**src/rtl/slfir_pkg.sv**
```systemverilog
`default_nettype none

package slfir_pkg;

   // Field widths
   localparam int SAMPLE_W    = 32;
   localparam int ALPHA_W     = 17;
   localparam int COEF_W      = 18;
   localparam int FRAC_W      = 16;
   localparam int MAX_TAPS    = 4;
   localparam int SEEN_W      = 2;
   localparam int CSR_INDEX_W = 3;
   localparam int CSR_DATA_W  = 18;

   // Arithmetic widths: full product, truncated term, FIR and low-pass sums
   localparam int PROD_W    = SAMPLE_W + COEF_W;
   localparam int TERM_W    = PROD_W - FRAC_W;
   localparam int FIR_SUM_W = TERM_W + 2;
   localparam int LP_SUM_W  = TERM_W + 1;

   // Constants
   localparam logic [ALPHA_W-1:0] ALPHA_ONE    = 17'd65536;
   localparam logic [ALPHA_W-1:0] ALPHA_RESET  = 17'd32768;
   localparam logic [COEF_W-1:0]  COEF0_RESET  = 18'd65536;
   localparam logic [SEEN_W-1:0]  SEEN_FULL    = 2'd3;
   localparam logic               MODE_LOW_PASS = 1'b0;
   localparam logic               MODE_FIR      = 1'b1;

   // Register indexes on the csr port
   typedef enum logic [CSR_INDEX_W-1:0] {
      REG_FILTER_MODE     = 3'd0,
      REG_SMOOTHING_ALPHA = 3'd1,
      REG_TAP_COEF_0      = 3'd2,
      REG_TAP_COEF_1      = 3'd3,
      REG_TAP_COEF_2      = 3'd4,
      REG_TAP_COEF_3      = 3'd5
   } csr_index_type;

   // Configuration seen by the datapath
   typedef struct packed {
      logic                              filter_mode;
      logic [ALPHA_W-1:0]                smoothing_alpha;
      logic [MAX_TAPS-1:0][COEF_W-1:0]   tap_coef;
   } cfg_type;

endpackage

`default_nettype wire

```
**src/rtl/slfir_csr.sv**
```systemverilog
`default_nettype none

module slfir_csr (
   input  wire logic                                 clock,
   input  wire logic                                 reset,
   input  wire logic                                 wr_en,
   input  wire logic [slfir_pkg::CSR_INDEX_W-1:0]    wr_index,
   input  wire logic [slfir_pkg::CSR_DATA_W-1:0]     wr_data,
   output slfir_pkg::cfg_type                        cfg
);

   slfir_pkg::cfg_type cfg_ff, cfg_in;

   // Register decode; unknown indexes leave everything as is
   always_comb begin
      cfg_in = cfg_ff;
      if (wr_en) begin
         unique case (slfir_pkg::csr_index_type'(wr_index))
            slfir_pkg::REG_FILTER_MODE:     cfg_in.filter_mode = wr_data[0];
            slfir_pkg::REG_SMOOTHING_ALPHA:
               cfg_in.smoothing_alpha = wr_data[slfir_pkg::ALPHA_W-1:0];
            slfir_pkg::REG_TAP_COEF_0:      cfg_in.tap_coef[0] = wr_data;
            slfir_pkg::REG_TAP_COEF_1:      cfg_in.tap_coef[1] = wr_data;
            slfir_pkg::REG_TAP_COEF_2:      cfg_in.tap_coef[2] = wr_data;
            slfir_pkg::REG_TAP_COEF_3:      cfg_in.tap_coef[3] = wr_data;
            default:                        cfg_in = cfg_ff;
         endcase
      end
   end

   always_ff @(posedge clock) begin
      if (reset) begin
         cfg_ff.filter_mode     <= slfir_pkg::MODE_LOW_PASS;
         cfg_ff.smoothing_alpha <= slfir_pkg::ALPHA_RESET;
         cfg_ff.tap_coef[0]     <= slfir_pkg::COEF0_RESET;
         cfg_ff.tap_coef[1]     <= '0;
         cfg_ff.tap_coef[2]     <= '0;
         cfg_ff.tap_coef[3]     <= '0;
      end else begin
         cfg_ff <= cfg_in;
      end
   end

   assign cfg = cfg_ff;

endmodule

`default_nettype wire

```
**config.mk**
```make
export PLATFORM = sky130hd
export DESIGN_NAME = slfir_csr
export DESIGN_NICKNAME = d
export VERILOG_FILES = /design/src/rtl/slfir_pkg.sv /design/src/rtl/slfir_csr.sv
export SDC_FILE = /design/constraint.sdc
export NUM_CORES = 1
export LEC_CHECK = 0
export BUFFER_PORTS_ARGS = -buffer_cell sky130_fd_sc_hd__buf_2
export CAP_MARGIN = 30
export CORE_ASPECT_RATIO = 0.9
export CORE_MARGIN = 8
export CORE_UTILIZATION = 45
export DETAILED_ROUTE_END_ITERATION = 10
export GPL_ROUTABILITY_DRIVEN = 0
export PLACE_DENSITY = 0.76
export SETUP_SLACK_MARGIN = 0.15
export SLEW_MARGIN = 20
export SYNTH_ARGS = -nofsm -noshare
export SYNTH_HDL_FRONTEND = slang
export SYNTH_SLANG_ARGS = --single-unit
```
**constraint.sdc**
```tcl
create_clock -name clock -period 1.1 [get_ports clock]
set_input_delay 0.165 -clock clock [delete_from_list [all_inputs] [get_ports clock]]
set_output_delay 0.165 -clock clock [all_outputs]
set_load 0.005 [all_outputs]
```
---- Word-level counts from Yosys, hierarchy flattened ----
Cells that the tools add are included.
operators by class
  eq/ne operators ......................... 5
  reduce and logical (&&, ||, !) cells .... 7
operator list
  kind                                                                   count
  2-bit AND reduction                                                    6
  3-bit by 2-bit equality test with 1-bit output, second input constant  2
  3-bit equality test, second input constant                             2
  3-bit by 1-bit equality test with 1-bit output, second input constant  1
  3-bit zero test                                                        1
word-level totals
  output and inout bits ................... 90
  input port bits ......................... 24
  flip-flop bits (word level) ............. 90
  word-level logic and storage cells ...... 18

---- Depth between registers and ports, before layout ----
Gate-level depths: netlist of run 1.
  depth after elaboration ................. 2
  depth in mapped cells ................... 4
  gate-level depth less buffers ........... 2

---- Worst setup path after synthesis of run 1 ----
No wires, ideal clock.
  kind .................................... input to register
  from .................................... input port wr_index[2] (netlist bit)
  to ...................................... register cfg_ff, in the netlist cfg[10]
  path slack .............................. 0.131 ns
  buffers on the path ..................... 2
  stages on the path ...................... 4
  data arrival time ....................... 0.897 ns
  data required time ...................... 1.028 ns
  library setup time ...................... 0.072 ns
  cells stage by stage .................... and4bb_1 buf_2 buf_6 mux2i_1
between the ends
  cells in the longest elaborated chain, start to end .. 2
RTL lines
  item                                            RTL line         text
  start: declaration                              slfir_csr.sv:7   input wire logic [slfir_pkg::CSR_INDEX_W-1:0] wr_index,
  3-bit by 2-bit equality test with 1-bit output  slfir_csr.sv:18  unique case (slfir_pkg::csr_index_type'(wr_index))
  2-bit AND reduction (no source line)            --
  end signal: assignment                          slfir_csr.sv:40  cfg_ff <= cfg_in;
  end: declaration                                slfir_csr.sv:12  slfir_pkg::cfg_type cfg_ff, cfg_in;
No other way between the ends.
A chain may end at the register's enable or synchronous reset.

---- Worst setup path after layout of run 1 ----
  from .................................... register cfg_ff, in the netlist cfg[62]
  to ...................................... output port cfg[62] (netlist bit)
RTL lines
  item              RTL line        text
  end: declaration  slfir_csr.sv:9  output slfir_pkg::cfg_type cfg
No word-level cell between the ends.

==> results of run 1 <==
worst max path at each step:
stage	startpoint	slack, ps	end
final	cfg[62]	130	cfg[62]
after global routing	cfg[62]	90	cfg[62]
after CTS	cfg[12]	110	cfg[12]
after detailed placement	wr_en	-3	cfg[72]
after global placement	wr_index[2]	50	cfg[11]
after floorplan	wr_index[2]	160	cfg[10]
logic make-up (layout without fill, tap and decap cells):
family,count (synthesis),in the layout,share of synthesized area [%]
DFF,90,90,50.2
buffers and inverters,23,169,3.55
and+or+nand+nor,118,118,21.2
muxes,90,90,25.1
repair_timing:
item,in CTS,in global routing
pin swaps,0,0
setup endpoints to repair,90,90
setup buffers,12,16
resized for setup,116,21
cloned,0,0
power by group through the flow:
stage                     combinational [mW]  clock, mW  sequential (mW)
after detailed placement               0.502          0             3.44
after global placement                 0.493          0             3.44
final                                  0.574       1.94             3.39
after global routing                   0.619       2.14             3.40
after floorplan                        0.271          0             3.45
after CTS                              0.542       1.99             3.38
cell type report:
type                    count  area, um2  share of cell area, %
multi-input cells         208       1660                   32.5
well taps                  99        124                   2.43
clock buffers              10        138                   2.69
clock inverters             4       20.0                  0.392
repair buffers            155       1250                   24.5
flip-flops and latches     90       1910                   37.5
worst register-to-register path: stages, from the launching register on:
cell and delay, ps:
dfxtp_2 330, buf_4 120, buf_4 120, nand2b_1 70, mux2i_1 60
cell usage after synthesis:
| cell | number |
|---|---|
| nand2b_1 | 106 |
| dfxtp_1 | 90 |
| mux2i_1 | 90 |
| clkbuf_1 | 12 |
| buf_4 | 6 |
| nor2_1 | 4 |
| buf_2 | 3 |
| nand4bb_1 | 3 |
| buf_6 | 2 |
| nand4b_1 | 2 |
| and4bb_1 | 1 |
| nor4b_1 | 1 |
| nor4bb_1 | 1 |
layer usage:
metal / vias up / global-route usage, % / share of wire, % / wire, um
met1: 1338 / 19.6 / 43 / 4030
li1: 1345 / - / - / -
met2: 58 / 28.7 / 50 / 4700
met3: 13 / 4.48 / 5.4 / 505
met4: 0 / 7.06 / 1.6 / 151
met5: - / 0 / 0 / 0
==> out/results.ini, run 1 <==
[outcome]
status = finished, final reports clean

[final_layout]
layout_commonest_cell = nand2b_1
syn_to_final_growth_pct = 42.2
post-route-util_pct = 64.5
design_area_mm2 = 0.00511
largest_register_ffs = 90
final_nets = 488
n_antenna_cell = 0
fillers = 653
layout-drive-gt1-share_pct = 55.5
fin_cells = 566
layout_common_cells = 106 x nand2b_1, 90 x mux2i_1, 90 x dfxtp_2

[pwr]
p_comb_share_pct = 9.7
p_seq_share_pct = 57.4
power.switching_mw = 1.40
p_per_area_mw_per_mm2 = 1160
clock_power_share_pct = 32.9
ir_worst_vdd_mv = 0.550
p_int_mw = 4.51
p_sw_share_pct = 23.6
fin_total_pwr_mw = 5.90
p_leak_nw = 2.62

[worst_hold_path]
hold_class = in2reg
hold_path.startpoint = wr_data[16]
min_path_cells = 3
hold_end = cfg[16]

[global_routing]
first_global_vias = 2819
grt_pass1_wl_um = 14600
track_usage_pct = 16.9
antenna_found_initial = 0
grt_max_degree = 37
grt_overflow_total = 0

[route]
drt-initial-drc-count = 67
ant_nets = 0
drc = 0
route.detailed.wl_per_inst_um = 16.6
via_count = 2754
vias_per_cell = 4.87
wl_um = 9390
first_pass_iters = 4

[critical_path]
r2r_start = cfg[60]
crit_buf_inv = 1
start_kind = register
cp.required_ps = 940
cp_top_family = flip-flops
worst_r2r_endpoint = cfg[60]
crit_fanout = 2
critical_path_class = reg2out
worst-path-stages = 1
crit_path_end_kind = output port
crit_slowest_cell = dfxtp_2
ff2ff_path_depth = 4
cp_slowest_stage_delay_ps = 360
path_cells = buf_6
r2r_setup_slack_ps = 280
critPathArrivalTime_ps = 800

[timing]
tns_ps = 0
hold_violations = 0
finalClockSkew_ps = 0
rsz0062_at_grt = true
finalSetupViolations = 0
slew_headroom_pct = 72.5
setup_ws_ps = 132
holdWs_ps = 116
timing.fmax_mhz = 1030
fin_crit_ps = 968
fin_crit_sh_pct = 88.0
worst_pin_slew_ps = 407
drv_slew = 0

[placement]
port-buffer-count = 113
dpl_worst_slack_ps = -2.57
hpwlAfterDp_um = 6420
dp_cells = 524
placed_cell_area_mm2 = 0.00433

[logic_synthesis]
syn_avg_cell_area_um2 = 11.2
yosysSeqAreaShare_pct = 50.2
syn_nets = 345
synth_area_leaders = dfxtp_1 50%, mux2i_1 25%, nand2b_1 18%, buf_4 1.3%, clkbuf_1 1.3%
synth_top_cell_by_area = dfxtp_1
synth_cell_types = 13
synth_seq_cells = 90
yosysTopAreaCellShare_pct = 50.2
synthCells = 321
netlist_area_mm2 = 0.00359
synth_warnings = 0

[clock_network]
hold_buffers = 0
cts_max_path_buffers = 2
path_clk_slew_ps = 90
htreeDepth = 3
ctsRootBufferMaster = clkbuf_8
clock_latency_ps = 340
cts_tree = done
numCtsBuffers = 9
cts.sinks = 90

[floorplanning]
core_mm2 = 0.00791
fp-row-count = 31
die-area_mm2 = 0.0111
start_util_pct = 45.4
ios = 114
fp.dieW_um = 110
fp.dieH_um = 101

[job]
drv_cap = 0

Power figures use the tool's default switching activity.
==> run 2, diff against run 1 <==
--- a/config.mk
+++ b/config.mk
@@ -5,7 +5,7 @@
 export SDC_FILE = /design/constraint.sdc
 export NUM_CORES = 1
 export LEC_CHECK = 0
-export BUFFER_PORTS_ARGS = -buffer_cell sky130_fd_sc_hd__buf_2
+export BUFFER_PORTS_ARGS = -buffer_cell sky130_fd_sc_hd__clkbuf_2
 export CAP_MARGIN = 30
 export CORE_ASPECT_RATIO = 0.9
 export CORE_MARGIN = 8
==> run 2 against run 1 <==
Effect of this change:
- setup slack worse by 6.9 ps
- largest power group unchanged
- combinational power rose by 4.7%
- sequential power about the same
- clock power rose by 28%
- register-to-register slack about the same
- highest routed layer unchanged
- die area unchanged
- power rose by 9.7%
- sequential cell count unchanged
- via count up 2.3%
- clock skew did not move
- sequential share of layout area down 1.2 points
- final cell count grew 3.9%
==> out/results.ini, run 2 (synthesis results as in run 1) <==
[timing]
drv_slew = 0
timing.fmax_mhz = 1030
slew_headroom_pct = 76.5
setup_ws_ps = 125
worst_pin_slew_ps = 348
finalSetupViolations = 0
rsz0062_at_grt = true
fin_crit_sh_pct = 88.6
finalClockSkew_ps = 0
fin_crit_ps = 975
hold_violations = 0

[clock_network]
ctsRootBufferMaster = clkbuf_8
cts_tree = done
hold_buffers = 0
path_clk_slew_ps = 100
numCtsBuffers = 9
clock_latency_ps = 340
htreeDepth = 3
cts.sinks = 90
cts_max_path_buffers = 2

[outcome]
status = finished, final reports clean

[pwr]
p_comb_share_pct = 9.3
p_per_area_mw_per_mm2 = 1230
p_seq_share_pct = 52.3
p_sw_share_pct = 23.2
power.switching_mw = 1.50
p_int_mw = 4.97
clock_power_share_pct = 38.4
ir_worst_vdd_mv = 0.605
p_leak_nw = 2.71

[floorplanning]
core_mm2 = 0.00791
start_util_pct = 45.4
ios = 114
fp.dieW_um = 110
fp.dieH_um = 101
die-area_mm2 = 0.0111
fp-row-count = 31

[final_layout]
layout-drive-gt1-share_pct = 57.3
regArea_mm2 = 0.00191
layout_common_cells = 106 x nand2b_1, 90 x mux2i_1, 90 x dfxtp_2
final_nets = 508
layout_commonest_cell = nand2b_1
design_area_mm2 = 0.00528
largest_register_ffs = 90
n_antenna_cell = 0
fillers = 638
syn_to_final_growth_pct = 47.0
fin_cells = 588
multi_input_area_mm2 = 0.00166
post-route-util_pct = 66.7

[critical_path]
crit_fanout = 2
crit_path_end_kind = output port
cp_slowest_stage_delay_ps = 340
start_kind = register
critical_path_class = reg2out
path_cells = buf_2
cp.required_ps = 940
crit_buf_inv = 1
crit_slowest_cell = dfxtp_2
critPathArrivalTime_ps = 810
cp_top_family = flip-flops

[worst_hold_path]
hold_class = in2reg

[route]
vias_per_cell = 4.79
wl_um = 9850
drc = 0
drt-initial-drc-count = 86
route.detailed.wl_per_inst_um = 16.8
ant_nets = 0
via_count = 2818
first_pass_iters = 6

[global_routing]
first_global_vias = 2862
track_usage_pct = 16.8
grt_max_degree = 27
antenna_found_initial = 0
grt_overflow_total = 0
grt_pass1_wl_um = 14500

[placement]
hpwlAfterDp_um = 6460
placed_cell_area_mm2 = 0.00437
port-buffer-count = 113
dp_cells = 525
dpl_worst_slack_ps = -34.2

[job]
drv_cap = 0

-- run 2: cell count changes in the layout (fill, tap and decap cells not counted), moves of 3 or more --
cell      delta
clkbuf_2    +75
buf_2       -65
buf_6       -10
buf_4       +18
clkinv_2     -3
-- run 2: final timing paths --
kind                             startpoint  endpoint  slack [ps]  cells past startpoint
worst max-delay path                cfg[37]   cfg[37]         130                      1
worst min-delay path            wr_data[16]   cfg[16]         110                      3
worst max register to register      cfg[65]   cfg[65]         280                      4
worst min register to register      cfg[58]   cfg[58]         470                      2
-- run 2: power groups by stage --
stage / Clock, mW / Combinational, mW / Sequential, mW
2_1_floorplan: 0 / 0.271 / 3.45
3_3_place_gp: 0 / 0.504 / 3.44
3_5_place_dp: 0 / 0.512 / 3.45
4_1_cts: 2.53 / 0.539 / 3.38
5_1_grt: 2.68 / 0.646 / 3.40
6_report: 2.49 / 0.601 / 3.39
-- run 2: final cells by class --
class                   instances  area share [%]
multi-input cells             208            31.5
well taps                      99            2.35
clock inverters                 6            1.71
repair buffers                175            25.8
clock buffers                  10            2.42
flip-flops and latches         90            36.3
-- run 2: metrics by stage --
step	hold WS [ps]	setup TNS, ps	total power, mW
2_1_floorplan	332	0	3.72
3_3_place_gp	450	-98.6	3.95
3_5_place_dp	461	-82.8	3.96
4_1_cts	87.6	0	6.44
5_1_grt	111	0	6.72
6_report	114	0	6.47
-- run 2: per-layer routing --
metal / vias to the layer above / GRT usage, % / share of wire, %
met5: - / 0 / 0
met4: 0 / 6.55 / 1.2
met3: 8 / 3.77 / 5.4
met2: 67 / 28.3 / 51
met1: 1349 / 20.1 / 42
li1: 1394 / - / -
-- run 2: repair_timing --
item                                    in CTS  in global routing
setup buffers                               22                 25
endpoints found under the setup margin      90                 90
gates resized for setup                     90                 62
pin swaps                                    0                  0
hold endpoints to repair                     0                  0
